### src/rtl/fctr_pkg.sv
// ----------------------------------------------------------------------------
// fctr_pkg
// shared types and constants for the firmware call trap and exception return
// ----------------------------------------------------------------------------
package fctr_pkg;

   localparam int unsigned ReqDataWidth = 160;
   localparam int unsigned RspDataWidth = 104;
   localparam int unsigned OffWidth     = 22;
   localparam int unsigned SkipWidth    = 18;

   localparam logic [9:0] RomWindow  = 10'h2FF;
   localparam logic [9:0] KernWindow = 10'h200;

   localparam logic [OffWidth-1:0] OffRefill    = 22'h000000;
   localparam logic [OffWidth-1:0] OffRefillAlt = 22'h000170;
   localparam logic [OffWidth-1:0] OffGeneral   = 22'h000180;
   localparam logic [OffWidth-1:0] OffIntr      = 22'h000200;
   localparam logic [OffWidth-1:0] OffExit      = 22'h001C40;
   localparam logic [OffWidth-1:0] OffLoadExec  = 22'h001D20;
   localparam logic [OffWidth-1:0] OffModLoad   = 22'h002D10;
   localparam logic [OffWidth-1:0] OffModExec   = 22'h002D80;
   localparam logic [OffWidth-1:0] OffDmaReg    = 22'h001008;

   localparam int unsigned ExlBit = 1;
   localparam logic [4:0]  CodeIntr = 5'd0;

   typedef struct packed {
      logic [31:0] arg0;
      logic [31:0] return_addr;
      logic [31:0] cause_in;
      logic [31:0] status_in;
      logic [31:0] fetch_addr;
   } req_word_type;

   typedef struct packed {
      logic        ret_value;
      logic        write_ret;
      logic        halt;
      logic [31:0] cause_out;
      logic [31:0] status_out;
      logic [31:0] next_pc;
      logic        redirect;
      logic        trapped;
   } rsp_word_type;

endpackage

### src/rtl/fctr_decode.sv
// ----------------------------------------------------------------------------
// fctr_decode
// maps a fetch address to a firmware offset and works out the trap result
// ----------------------------------------------------------------------------
module fctr_decode (
   input  fctr_pkg::req_word_type req,
   output fctr_pkg::rsp_word_type rsp
);
   import fctr_pkg::*;

   logic                in_win;
   logic [OffWidth-1:0] off;
   logic                exl;
   logic [31:0]         status_clr;
   logic [31:0]         cause_clr;
   logic [31:0]         pc_skip;
   logic [31:0]         epc_next;

   assign in_win = (req.fetch_addr[31:22] == RomWindow) ||
                   (req.fetch_addr[31:22] == KernWindow);
   assign off    = req.fetch_addr[OffWidth-1:0];
   assign exl    = req.status_in[ExlBit];

   assign status_clr = req.status_in & ~(32'h1 << ExlBit);
   assign cause_clr  = {req.cause_in[31:16],
                        req.cause_in[15:8] & ~req.status_in[15:8],
                        req.cause_in[7:0]};
   assign pc_skip    = req.fetch_addr + 32'd8;
   assign epc_next   = req.return_addr + 32'd4;

   always_comb begin
      rsp            = '0;
      rsp.status_out = req.status_in;
      rsp.cause_out  = req.cause_in;
      if (in_win) begin
         priority if (off == OffRefill || off == OffRefillAlt) begin
            if (exl) begin
               rsp.trapped    = 1'b1;
               rsp.redirect   = 1'b1;
               rsp.status_out = status_clr;
               rsp.next_pc    = req.return_addr;
            end
         end else if (off == OffGeneral) begin
            if (exl) begin
               rsp.trapped    = 1'b1;
               rsp.redirect   = 1'b1;
               rsp.status_out = status_clr;
               if (req.cause_in[6:2] == CodeIntr) begin
                  rsp.cause_out = cause_clr;
                  rsp.next_pc   = req.return_addr;
               end else begin
                  rsp.next_pc   = epc_next;
               end
            end
         end else if (off == OffIntr) begin
            if (exl) begin
               rsp.trapped    = 1'b1;
               rsp.redirect   = 1'b1;
               rsp.status_out = status_clr;
               rsp.cause_out  = cause_clr;
               rsp.next_pc    = req.return_addr;
            end
         end else if (off == OffExit) begin
            rsp.trapped = 1'b1;
            rsp.halt    = 1'b1;
         end else if (off == OffLoadExec) begin
            rsp.trapped  = 1'b1;
            rsp.redirect = 1'b1;
            rsp.next_pc  = req.arg0;
         end else if (off == OffModLoad || off == OffModExec) begin
            rsp.trapped   = 1'b1;
            rsp.redirect  = 1'b1;
            rsp.write_ret = 1'b1;
            rsp.ret_value = 1'b1;
            rsp.next_pc   = pc_skip;
         end else if (off == OffDmaReg) begin
            rsp.trapped   = 1'b1;
            rsp.redirect  = 1'b1;
            rsp.write_ret = 1'b1;
            rsp.next_pc   = pc_skip;
         end else if (off[OffWidth-1:SkipWidth] == '0) begin
            rsp.trapped  = 1'b1;
            rsp.redirect = 1'b1;
            rsp.next_pc  = pc_skip;
         end else begin
            rsp.trapped  = 1'b0;
         end
      end
   end

endmodule

### src/rtl/firmware_call_trap_and_exception_return.sv
// ----------------------------------------------------------------------------
// firmware_call_trap_and_exception_return
// traps fetches into the firmware windows: exception return, library call
// skips, program jumps and halt
//
//   channel | dir | handshake            | word
//   req     | in  | req_tvalid/tready    | fetch, status, cause, epc, arg0
//   rsp     | out | rsp_tvalid/tready    | trap decision and updated state
//
// an accepted req word goes through the input register and the decode into
// the result register; one word per cycle while rsp_tready is high
// reset clears both valid flags; no other state
// a stalled rsp holds the result register; the input register still takes
// one word, then req_tready drops, so at most two words are in flight
// ----------------------------------------------------------------------------
module firmware_call_trap_and_exception_return (
   input  logic                                  clock,
   input  logic                                  reset,
   input  logic                                  req_tvalid,
   output logic                                  req_tready,
   // fetch_addr, status_in, cause_in, return_addr, arg0
   input  logic [fctr_pkg::ReqDataWidth-1:0]     req_tdata,
   output logic                                  rsp_tvalid,
   input  logic                                  rsp_tready,
   // trapped, redirect, next_pc, status_out, cause_out, halt, write_ret,
   // ret_value, zero padding
   output logic [fctr_pkg::RspDataWidth-1:0]     rsp_tdata
);
   import fctr_pkg::*;

   logic         in_valid_ff, in_valid_in;
   req_word_type in_word_ff;
   logic         out_valid_ff, out_valid_in;
   rsp_word_type out_word_ff;
   rsp_word_type dec_word;
   logic         out_load;
   logic         in_load;

   assign out_load   = in_valid_ff && (!out_valid_ff || rsp_tready);
   assign req_tready = !in_valid_ff || out_load;
   assign in_load    = req_tvalid && req_tready;

   assign in_valid_in  = in_load || (in_valid_ff && !out_load);
   assign out_valid_in = out_load || (out_valid_ff && !rsp_tready);

   fctr_decode u_decode (
      .req (in_word_ff),
      .rsp (dec_word)
   );

   always_ff @(posedge clock) begin
      if (reset) begin
         in_valid_ff  <= 1'b0;
         out_valid_ff <= 1'b0;
      end else begin
         in_valid_ff  <= in_valid_in;
         out_valid_ff <= out_valid_in;
      end
   end

   always_ff @(posedge clock) begin
      if (in_load) begin
         in_word_ff <= req_word_type'(req_tdata);
      end
      if (out_load) begin
         out_word_ff <= dec_word;
      end
   end

   assign rsp_tvalid = out_valid_ff;
   assign rsp_tdata  = {{(RspDataWidth - $bits(rsp_word_type)){1'b0}}, out_word_ff};

endmodule
### config.mk
export PLATFORM = sky130hd
export DESIGN_NAME = firmware_call_trap_and_exception_return
export DESIGN_NICKNAME = d
export VERILOG_FILES = /design/src/rtl/fctr_pkg.sv /design/src/rtl/fctr_decode.sv /design/src/rtl/firmware_call_trap_and_exception_return.sv
export SDC_FILE = /design/constraint.sdc
export NUM_CORES = 1
export LEC_CHECK = 0
export BUFFER_PORTS_ARGS = -buffer_cell sky130_fd_sc_hd__buf_2
export CAP_MARGIN = 20
export CORE_UTILIZATION = 48
export CTS_BUF_LIST = sky130_fd_sc_hd__clkbuf_16
export CTS_CLUSTER_SIZE = 8
export DETAILED_ROUTE_END_ITERATION = 7
export PLACE_DENSITY = 0.76
export REMOVE_ABC_BUFFERS = 1
export SYNTH_ARGS = -nofsm -noshare
export SYNTH_HDL_FRONTEND = slang
export SYNTH_SLANG_ARGS = --single-unit
export TNS_END_PERCENT = 5
### constraint.sdc
create_clock -name clock -period 6 [get_ports clock]
set_clock_uncertainty 0.15 [all_clocks]
set_input_delay 0.3 -clock clock [delete_from_list [all_inputs] [get_ports clock]]
set_output_delay 0.3 -clock clock [all_outputs]
set_load 0.01 [all_outputs]
==> flow_summary_export.csv, run 1 <==
group,metric,value,unit
clocking,htreeDepth,2,
layout,area_delta_synth_final,38.6,%
worst_setup_path,crit_family,"simple AND/OR/NAND/NOR gates",
yosys,ys_types,70,
global_route,overflow,0,
yosys,synth.yosys.warnings,0,
global_route,track_usage,28.7,%
yosys,synth.largest_area_cell,"edfxtp_1",
die,io_pins,270,
timing,fin_ws,2.24,ns
global_route,use_met2,48.6,%
worst_setup_path,setup.worst_path.class,"reg -> reg",
die,die_w,153,µm
yosys,synth_edf_count,261,
global_route,grt_pass1_vias,8685,
drt,firstDrtPassIters,6,
die,fp-row-count,54,
timing,setup_viol,0,
worst_setup_path,critPathRequiredTime,6.08,ns
die,start_util,49.6,%
global_route,grt_util_met3,5.33,%
drt,avgRoutedWirePerCell,22.9,µm
timing,period_share,62.7,%
clocking,cts_buffers,38,
timing,period_needed,3.76,ns
yosys,synth_top_area_share,71.5,%
global_route,antenna_found_initial,0,
yosys,synth_top_flop_cell,"edfxtp_1",
outcome,status,"completed",
pwr,power.density,291,mW/mm²
drt,via_count,8654,
clocking,clock_path_buffers,3,
worst_setup_path,cp-start-kind,"register",
pwr,p_leak,5.55,nW
placed_design,placed_area,0.0125,mm²
timing,fmax,0.266,GHz
layout,n_fill_cell,1475,
layout,antennaDiodeCount,0,
worst_setup_path,crit_fanout,18,
worst_setup_path,crit_slowest_cell,"and3_1",
global_route,grt_max_degree,84,
yosys,syn_avg_cell_area,14.7,µm²
timing,slew_headroom,32.1,%
drt,drt_iter0_markers,1086,
timing,worst_pin_slew,1.01,ns
die,die_h,153,µm
layout,stdcell_count,1475,
drt,drc,0,
drt,vias_per_cell,5.87,
yosys,netlist_instances,744,
drt,drt-total-wl,33800,µm
die,die-area,0.0234,mm²
job,maxCapViolations,0,
layout,fin_area,0.0152,mm²
yosys,syn_area,0.0110,mm²
worst_hold_path,hold_class,"in -> reg",
yosys,seq_area_frac_synth,71.9,%
worst_setup_path,slowest_delay,0.73,ns
timing,rsz0062_at_grt,"false",
timing,report.final.slew_viol_count,0,
yosys,yosysMostFrequentCell,"edfxtp_1",
layout,layout.nets,1350,
placed_design,dp_hpwl,21600,µm
timing,final.setup.tns,0,ns
clocking,clk_latency,0.53,ns
global_route,use_met1,37.0,%
timing,hold_slack,0.145,ns
worst_setup_path,crit_buf_inv,0,
placed_design,place_inst,1260,
yosys,synth_area_leaders,"edfxtp_1 (72%), nand3_1 (1.5%), a21oi_1 (1.4%)",
clocking,clk_pin_slew,0.05,ns
placed_design,pre_cts_ws,2.37,ns
clocking,cts_setup_buffers,0,
layout,drive_gt1_share,28.8,%
yosys,ys_ff_latch,263,
timing,hold_viol_final,0,
placed_design,gp_congestion,0.925,
yosys,netlist_top_cells_count,"edfxtp_1 (261), nand2_1 (37), nand3_1 (32), a21oi_1 (31), nor2_1 (29)",
worst_setup_path,crit_chain,"or4_4 > nor4_1 > and3_1 > nor2_1 > a221oi_1 > a32oi_1",
drt,ant_nets,0,
clocking,cts.sinks,263,
yosys,async_flop_share,0,%
die,core_area,0.0221,mm²
pwr,ir_worst_vdd,0.216,mV
clocking,cts_tree,"built",
placed_design,portBuffers,266,
worst_setup_path,worstPathArrival,3.84,ns
worst_setup_path,critical_path.endpoint_type,"register",
global_route,grt_first_pass_wirelength,50400,µm
global_route,top_usage_layer,"met2",
clocking,clock-root-buffer,"clkbuf_16",
==> per-stage QoR <==
stage | utilization, % | power [W]
finish | 68.7 | 0.00441
global route | 68.7 | 0.00453
CTS | 68.6 | 0.00441
detailed placement | 56.4 | 0.00245
global placement | 56.4 | 0.00244
floorplan | - | 0.00231
==> power breakdown <==
group	total (W)	internal, W	switching, W	leakage (nW)
clock network	0.00190	0.00113	0.000772	0.547
logic	0.000303	0.000155	0.000147	2.50
registers	0.00221	0.00214	0.0000684	2.50
==> layout make-up <==
class | count | area [µm²] | area share (%)
inverters | 11 | 41.3 | 0.272
clock inverters | 13 | 100 | 0.659
multi-input cells | 431 | 2800 | 18.4
repair buffers | 439 | 3060 | 20.2
well taps | 280 | 350 | 2.31
flip-flops and latches | 263 | 7880 | 51.9
clock buffers | 38 | 951 | 6.26
==> routing by layer <==
metal,up-vias,wire [µm]
met3,74,2810
met2,510,16500
li1,3867,-
met4,0,1050
met5,-,0
met1,4203,13400
==> repair_timing <==
item | CTS | global route
hold buffers | 163 | 0
endpoints found under the hold margin | 162 | 0
resized for setup | 0 | 0
==> sequential cells by signal, summed over array words and instances (netlist names) <==
| name | flops |
|---|---|
| rsp_tdata | 101 |
| in_valid_ff | 1 |
| in_word_ff | 160 |
| rsp_tvalid | 1 |
==> final timing paths <==
kind	end	depth (start not counted)	start	slack (ns)
max	rsp_tdata[14]	6	in_word_ff[13]	2.24
min	in_word_ff[92]	2	req_tvalid	0.15
min reg2reg	rsp_tdata[65]	0	in_word_ff[63]	0.26
max reg2reg	rsp_tdata[14]	6	in_word_ff[13]	2.24
==> cell families after synthesis <==
logic type | share of synthesized area [%]
xor+xnor | 1.68
simple gates | 12.7
flops | 71.9
other cells | 0.0342
compound gates | 10.7
fa+ha+maj | 0.228
buf+inv | 2.70
mux | 0.0914
==> layout by cell type, fill, tap and decap left out, types with 6 or more instances in the layout <==
cell type / count
a21boi_0: 8
inv_1: 21
buf_2: 266
nand4_1: 14
nor3_1: 26
a22oi_1: 8
nand3_1: 32
xnor2_1: 13
nor2_1: 29
o31ai_1: 6
o21ai_0: 22
or3_1: 12
dlygate4sd3_1: 163
buf_4: 8
and2_1: 6
nor4_1: 20
and4_1: 7
a21oi_1: 31
or4_1: 12
a211oi_1: 20
a221oi_1: 14
nand2_1: 37
clkbuf_16: 38
and3_1: 13
xor2_1: 8
edfxtp_1: 261
Note: power is estimated with default switching activity, not from simulation.
==> inputs of run 2 (changes only) <==
--- a/config.mk
+++ b/config.mk
@@ -5,13 +5,14 @@
 export SDC_FILE = /design/constraint.sdc
 export NUM_CORES = 1
 export LEC_CHECK = 0
+export ABC_AREA = 1
 export BUFFER_PORTS_ARGS = -buffer_cell sky130_fd_sc_hd__buf_2
 export CAP_MARGIN = 20
-export CORE_UTILIZATION = 48
+export CORE_UTILIZATION = 54
 export CTS_BUF_LIST = sky130_fd_sc_hd__clkbuf_16
 export CTS_CLUSTER_SIZE = 8
 export DETAILED_ROUTE_END_ITERATION = 7
-export PLACE_DENSITY = 0.76
+export PLACE_DENSITY = 0.8
 export REMOVE_ABC_BUFFERS = 1
 export SYNTH_ARGS = -nofsm -noshare
 export SYNTH_HDL_FRONTEND = slang
==> constraint.sdc (replaced) <==
create_clock -name clock -period 3.5 [get_ports clock]
set_clock_uncertainty 0.15 [all_clocks]
set_input_delay 0.175 -clock clock [delete_from_list [all_inputs] [get_ports clock]]
set_output_delay 0.175 -clock clock [all_outputs]
set_load 0.01 [all_outputs]
==> run 2 against run 1 <==
  * Clock power is 77% higher
  * Sequential power is 71% higher
  * Critical endpoint is now rsp_tdata[20]
  * Largest power group unchanged
  * First-iteration DRC count is 9.9% higher
  * Die area is 5.6% lower
  * Non-clock buffer count stayed put
  * Highest routed layer unchanged
  * Sequential cell count stayed put
==> flow_summary_export.csv, run 2 <==
group,metric,value,unit
outcome,status,"completed",
pwr,ir_worst_vdd,0.456,mV
worst_setup_path,slowest_delay,0.45,ns
worst_setup_path,cp-endpoint,"rsp_tdata[20]",
clocking,cts_buffers,38,
clocking,htreeDepth,2,
timing,slew_headroom,39.0,%
worst_setup_path,crit_buf_inv,2,
pwr,p_leak,6.73,nW
layout,n_fill_cell,1358,
worst_setup_path,critical_path.endpoint_type,"register",
clocking,cts_resized,0,
placed_design,portBuffers,266,
worst_setup_path,ff2ff_setup_slack,0.48,ns
worst_setup_path,crit_cells,10,
layout,layout.nets,1672,
placed_design,place_inst,1577,
yosys,yosysMostFrequentCell,"nand2_1",
yosys,synth.yosys.warnings,0,
yosys,synth_area_leaders,"edfxtp_1 (67%), nand2_1 (8.8%), nor2_1 (4.2%)",
timing,setup_viol,0,
drt,drt-total-wl,37400,µm
yosys,synth_edf_count,261,
layout,stdcell_count,1801,
drt,drt_iter0_markers,1193,
worst_setup_path,setup.worst_path.class,"reg -> reg",
worst_setup_path,crit_fanout,21,
yosys,synth.largest_area_cell,"edfxtp_1",
yosys,async_flop_share,0,%
worst_setup_path,worstPathArrival,3.16,ns
drt,firstDrtPassIters,6,
timing,fin_ws,0.479,ns
layout,largest_register,"in_word_ff",
yosys,synth_top_area_share,67.4,%
yosys,netlist_instances,1049,
clocking,cts_tree,"built",
layout,finish.utilization,75.8,%
worst_setup_path,r2r-end,"rsp_tdata[20]",
worst_setup_path,r2r_start,"in_word_ff[1]",
timing,period_needed,3.02,ns
worst_hold_path,hold_class,"in -> reg",
global_route,grt_first_pass_wirelength,55700,µm
timing,rsz0062_at_grt,"false",
die,die-area,0.0221,mm²
global_route,grt_pass1_vias,10100,
placed_design,pre_cts_ws,0.619,ns
die,die_h,149,µm
placed_design,dp_hpwl,22900,µm
timing,worst_pin_slew,0.912,ns
timing,hold_viol_final,0,
worst_setup_path,rr_worst_depth,10,
layout,layout_commonest_cell,"nand2_1",
global_route,track_usage,33.9,%
worst_setup_path,critPathRequiredTime,3.64,ns
die,start_util,55.1,%
yosys,netlist_top_cells_count,"nand2_1 (274), edfxtp_1 (261), nor2_1 (129), inv_1 (82), nand3_1 (61)",
global_route,grt_max_degree,86,
die,core_area,0.0211,mm²
worst_setup_path,cp-start-kind,"register",
timing,fmax,0.331,GHz
pwr,p_total,0.00769,W
clocking,cts_setup_buffers,0,
drt,via_count,10100,
global_route,antenna_found_initial,1,
yosys,syn_avg_cell_area,11.1,µm²
yosys,seq_area_frac_synth,67.7,%
yosys,syn_area,0.0116,mm²
clocking,clock_path_buffers,3,
layout,seqCellArea,0.00788,mm²
layout,layout_common_cells,"nand2_1 (274), buf_2 (266), edfxtp_1 (261), dlygate4sd3_1 (164), nor2_1 (129)",
layout,area_delta_synth_final,37.5,%
die,die_w,149,µm
clocking,clk_latency,0.54,ns
drt,drc,0,
yosys,ys_types,46,
die,fp-row-count,53,
drt,avgRoutedWirePerCell,20.8,µm
layout,multi_input_area,0.00328,mm²
worst_setup_path,crit_slowest_cell,"nand3_1",
worst_setup_path,crit_chain,"nor2_1 > nand2_1 > nor2_1 > nand3_1 > buf_4 > or2_0 > a21oi_1 > nand3_1 > nand2_1 > inv_1",
drt,vias_per_cell,5.60,
clocking,cts_hold_buffers,164,
worst_setup_path,critPathLaunch,"in_word_ff[1]",
timing,period_share,86.3,%
layout,drive_gt1_share,23.9,%
worst_setup_path,crit_family,"simple AND/OR/NAND/NOR gates",
job,maxCapViolations,0,
placed_design,gp_congestion,0.932,
die,io_pins,270,
yosys,ys_ff_latch,263,
pwr,power.density,481,mW/mm²
timing,final.setup.tns,0,ns
clocking,clock-root-buffer,"clkbuf_16",
drt,ant_nets,0,
yosys,synth_top_flop_cell,"edfxtp_1",
layout,largest_register_ff_count,160,
clocking,cts.sinks,263,
timing,report.final.slew_viol_count,0,
global_route,overflow,0,
clocking,clk_pin_slew,0.06,ns
==> run 2: cell types whose count changed after synthesis, sizes merged, moves of 13 or more <==
cell and delta:
a211oi -21, a21oi +16, a221oi -17, clkbuf -13
inv +78, nand2 +242, nand3 +31, nor2 +116
nor3 -17, nor4 -19, or3 -14, or4 -15
==> run 2: layer usage <==
metal | GRT usage, % | part of all wire [%] | vias up
li1 | - | - | 4531
met1 | 41.1 | 36 | 4739
met2 | 59.6 | 51 | 677
met3 | 5.90 | 8.6 | 140
met4 | 14.7 | 4.6 | 0
met5 | 0 | 0 | -
==> run 2: how the worst min path moves through the flow <==
stage	start	to	slack, ns	depth (start not counted)
4_1_cts	rsp_tready	rsp_tdata[23]	0.09	3
6_report	rsp_tready	rsp_tdata[23]	0.13	3
2_1_floorplan	reset	in_valid_ff	0.09	1
3_5_place_dp	reset	in_valid_ff	0.20	2
5_1_grt	rsp_tready	rsp_tdata[23]	0.16	3
3_3_place_gp	reset	rsp_tvalid	0.20	2
==> run 2: final cells by class <==
class,count,area share (%)
flip-flops and latches,263,49.3
multi-input cells,675,20.5
repair buffers,439,19.2
clock buffers,38,5.95
well taps,275,2.15
inverters,89,2.12
clock inverters,21,0.791
diodes,1,0.0157
==> run 2: cell families after synthesis <==
kind of cell	synth area share (%)
fa+ha+maj	0.215
other cells	0.0323
buf+inv	4.22
simple gates	20.2
compound gates	6.37
xor+xnor	1.21
flops	67.7
==> run 2: worst register-to-register path: cells and delay by family (launching register included) <==
| family | cells | cell delay, ns |
|---|---|---|
| compound gates | 1 | 0.15 |
| simple gates | 7 | 1.64 |
| buf+inv | 2 | 0.45 |
| flops | 1 | 0.38 |
==> run 2: where the power goes <==
group / internal [W] / leakage, nW / switching, W
clock network: 0.00196 / 0.590 / 0.00140
registers: 0.00366 / 2.57 / 0.000110
logic: 0.000272 / 3.57 / 0.000298
total: 0.00589 / 6.73 / 0.00181
==> run 2: stage by stage <==
| stage | hold slack, ns | area (µm²) |
|---|---|---|
| after detailed placement | 0.197 | 13300 |
| after global routing | 0.162 | 16000 |
| after global placement | 0.199 | 13300 |
| after floorplan | 0.0941 | 11500 |
| final | 0.125 | 16000 |
| after CTS | 0.0928 | 16000 |
==> inputs of run 3 (changes only) <==
--- a/config.mk
+++ b/config.mk
@@ -8,13 +8,14 @@
 export ABC_AREA = 1
 export BUFFER_PORTS_ARGS = -buffer_cell sky130_fd_sc_hd__buf_2
 export CAP_MARGIN = 20
-export CORE_UTILIZATION = 54
+export CORE_UTILIZATION = 55
 export CTS_BUF_LIST = sky130_fd_sc_hd__clkbuf_16
 export CTS_CLUSTER_SIZE = 8
 export DETAILED_ROUTE_END_ITERATION = 7
-export PLACE_DENSITY = 0.8
+export PLACE_DENSITY = 0.88
 export REMOVE_ABC_BUFFERS = 1
 export SYNTH_ARGS = -nofsm -noshare
 export SYNTH_HDL_FRONTEND = slang
+export SYNTH_HIERARCHICAL = 1
 export SYNTH_SLANG_ARGS = --single-unit
 export TNS_END_PERCENT = 5
==> run 3 against run 2 <==
  * Synthesized cell count rose by 13%
  * Sequential cell count is the same
  * Global-route usage decreased by 3.6 points
  * Maximum frequency grew 13%
  * Count of clock-buffer cells in the layout did not move
  * Area after synthesis up 6.0%
  * Register-to-register slack gained 0.34 ns
  * Clock power shrank 3%
  * Worst setup slack better by 0.34 ns
  * Die area is 4.0% higher
  * Combinational power is 1% higher
  * First-iteration DRC count shrank 12%
  * Critical path type unchanged
  * Highest routed layer unchanged
==> flow_summary_export.csv, run 3 <==
group,metric,value,unit
outcome,status,"completed",
clocking,clock-root-buffer,"clkbuf_16",
global_route,use_met2,52.1,%
drt,firstDrtPassIters,5,
pwr,sw_frac_of_total,22.6,%
pwr,p_comb_share,7.6,%
clocking,cts_setup_buffers,0,
worst_setup_path,cp-start-kind,"register",
layout,drive_gt1_share,23.5,%
yosys,synth_top_flop_cell,"edfxtp_1",
drt,drc,0,
yosys,synth.largest_area_cell,"edfxtp_1",
placed_design,gp_congestion,0.972,
worst_setup_path,rr_worst_depth,12,
timing,final.setup.tns,0,ns
drt,ant_nets,0,
pwr,pwr-share-seq,49.5,%
clocking,clk_latency,0.54,ns
timing,setup_viol,0,
layout,antennaDiodeCount,0,
worst_setup_path,crit_fanout,12,
yosys,syn_avg_cell_area,10.4,µm²
yosys,ys_ff_latch,263,
yosys,ys_types,44,
drt,via_count,10200,
layout,largest_register_ff_count,160,
pwr,p_leak,6.83,nW
pwr,p_switching,0.00171,W
timing,fin_ws,0.821,ns
die,io_pins,270,
placed_design,place_inst,1662,
layout,area_delta_synth_final,31.5,%
layout,layout_commonest_cell,"nand2_1",
yosys,synth_top_family_by_area,"simple AND/OR/NAND/NOR gates",
placed_design,pre_cts_ws,0.923,ns
timing,period_needed,2.68,ns
timing,worst_pin_slew,0.781,ns
yosys,synth_area_leaders,"edfxtp_1 (64%), nand2_1 (9.5%), buf_4 (3.7%)",
timing,hold_viol_final,0,
yosys,yosysMostFrequentCell,"nand2_1",
clocking,cts_hold_buffers,163,
worst_setup_path,r2r-end,"rsp_tdata[26]",
clocking,clock_path_buffers,3,
clocking,cts_resized,0,
clocking,cts_tree,"built",
clocking,cts_buffers,38,
global_route,track_usage,30.4,%
yosys,netlist_top_cells_count,"nand2_1 (312), edfxtp_1 (261), inv_1 (114), nor2_1 (113), nand3_1 (76)",
die,die_w,152,µm
global_route,grt_max_degree,86,
die,die_h,152,µm
layout,layout_common_cells,"nand2_1 (312), buf_2 (266), edfxtp_1 (261), dlygate4sd3_1 (163), inv_1 (120)",
worst_setup_path,critPathLaunch,"in_word_ff[15]",
global_route,grt_pass1_vias,9700,
pwr,p_int,0.00587,W
global_route,top_usage_layer,"met2",
clocking,clk_pin_slew,0.05,ns
worst_setup_path,ff2ff_setup_slack,0.82,ns
global_route,use_met1,38.4,%
yosys,synthAdderAreaFrac,0.203,%
yosys,async_flop_share,0,%
worst_hold_path,hold_class,"in -> reg",
drt,drt_iter0_markers,1046,
global_route,grt_first_pass_wirelength,51900,µm
die,start_util,56.3,%
placed_design,dp_hpwl,22100,µm
yosys,synthSimpleGateAreaFrac,20.6,%
timing,report.final.slew_viol_count,0,
clocking,htreeDepth,2,
die,die-area,0.0230,mm²
pwr,power.density,468,mW/mm²
yosys,synth_edf_count,261,
die,core_area,0.0219,mm²
yosys,synth-xor-area-share,0.853,%
yosys,seq_area_frac_synth,63.9,%
drt,drt-total-wl,35100,µm
worst_setup_path,cp-endpoint,"rsp_tdata[26]",
worst_setup_path,worstPathArrival,2.81,ns
clocking,cts.sinks,263,
global_route,antenna_found_initial,0,
global_route,overflow,0,
layout,largest_register,"in_word_ff",
pwr,ir_worst_vdd,0.442,mV
yosys,synthMuxAreaShare,0,%
layout,stdcell_count,1873,
pwr,clockPowerShare,42.9,%
timing,slew_headroom,47.8,%
worst_setup_path,setup.worst_path.class,"reg -> reg",
timing,period_share,76.5,%
timing,fmax,0.373,GHz
drt,avgRoutedWirePerCell,18.8,µm
yosys,synth_top_area_share,63.6,%
yosys,syn_area,0.0123,mm²
timing,rsz0062_at_grt,"false",
drt,vias_per_cell,5.43,
placed_design,portBuffers,266,
yosys,synth-compound-area-share,5.73,%
job,maxCapViolations,0,
die,fp-row-count,54,
worst_setup_path,critPathRequiredTime,3.63,ns
yosys,netlist_instances,1187,
global_route,grt_util_met3,4.76,%
timing,hold_slack,0.205,ns
worst_setup_path,r2r_start,"in_word_ff[15]",
worst_setup_path,critical_path.endpoint_type,"register",
yosys,synth.yosys.warnings,6,
layout,layout.nets,1751,
run 3: cell types whose count changed after synthesis, moves of 4 or more:
cell	delta
o211ai_1	-6
nor2_2	+6
buf_4	+55
nand2_1	+38
a21boi_2	-8
nand2_2	+4
nor2_1	-16
nand4_1	+4
nand3_1	+15
o21ai_1	+8
inv_1	+32
a21boi_1	+8
run 3: worst min-delay path by stage:
stage,start,end,cells after the start,slack (ns)
finish,req_tdata[29],in_word_ff[29],2,0.20
global route,req_tdata[29],in_word_ff[29],2,0.20
CTS,req_tdata[125],in_word_ff[125],2,0.18
detailed placement,req_tdata[27],in_word_ff[27],1,0.20
global placement,req_tdata[111],in_word_ff[111],1,0.20
floorplan,reset,in_valid_ff,1,0.09
run 3: cell families (layout without fill, tap and decap cells):
kind of cell	count (synthesis)	in the layout
simple gates	579	579
flops	263	263
buf+inv	207	611
compound gates	123	123
xor+xnor	12	12
fa+ha+maj	2	2
other cells	1	3
run 3: critical path: stages, from the launching register on:
cell and delay, ns:
edfxtp_1 0.47, nor2_2 0.19, nand2_1 0.15, nor3_2 0.28, nand2_1 0.42, nand2_2 0.22
nor2_4 0.09, nand2_1 0.12, nand2_1 0.07, nand2_1 0.06, nand3_1 0.07, nand2_1 0.09
inv_1 0.04
run 3: metal layers:
layer  part of all wire (%)  vias to the layer above
li1                       -                     4741
met4                    3.8                        0
met5                      0                        -
met1                     37                     4707
met3                    9.1                      112
met2                     50                      604
run 3: final cells by class:
cell class	count	area (µm²)
clock buffer	38	951
clock inverter	10	82.6
fill	1485	5700
inverter	124	470
multi-input combinational	719	3400
sequential	263	7880
tap	280	350
timing repair buffer	439	3060
run 3: metrics by stage:
step / instance area [µm²] / total power [W] / util (%)
after global routing: 16200 / 0.00781 / 74.0
after detailed placement: 13500 / 0.00422 / 61.8
after CTS: 16200 / 0.00756 / 74.0
after floorplan: 11700 / 0.00401 / -
after global placement: 13500 / 0.00420 / 61.8
final: 16200 / 0.00758 / 74.0
run 3: power by group through the flow:
stage          logic (W)  registers [W]  clock network [W]
2_1_floorplan   0.000180        0.00383                  0
3_3_place_gp    0.000404        0.00380                  0
3_5_place_dp    0.000413        0.00381                  0
4_1_cts         0.000562        0.00375            0.00325
5_1_grt         0.000625        0.00377            0.00342
6_report        0.000577        0.00376            0.00325
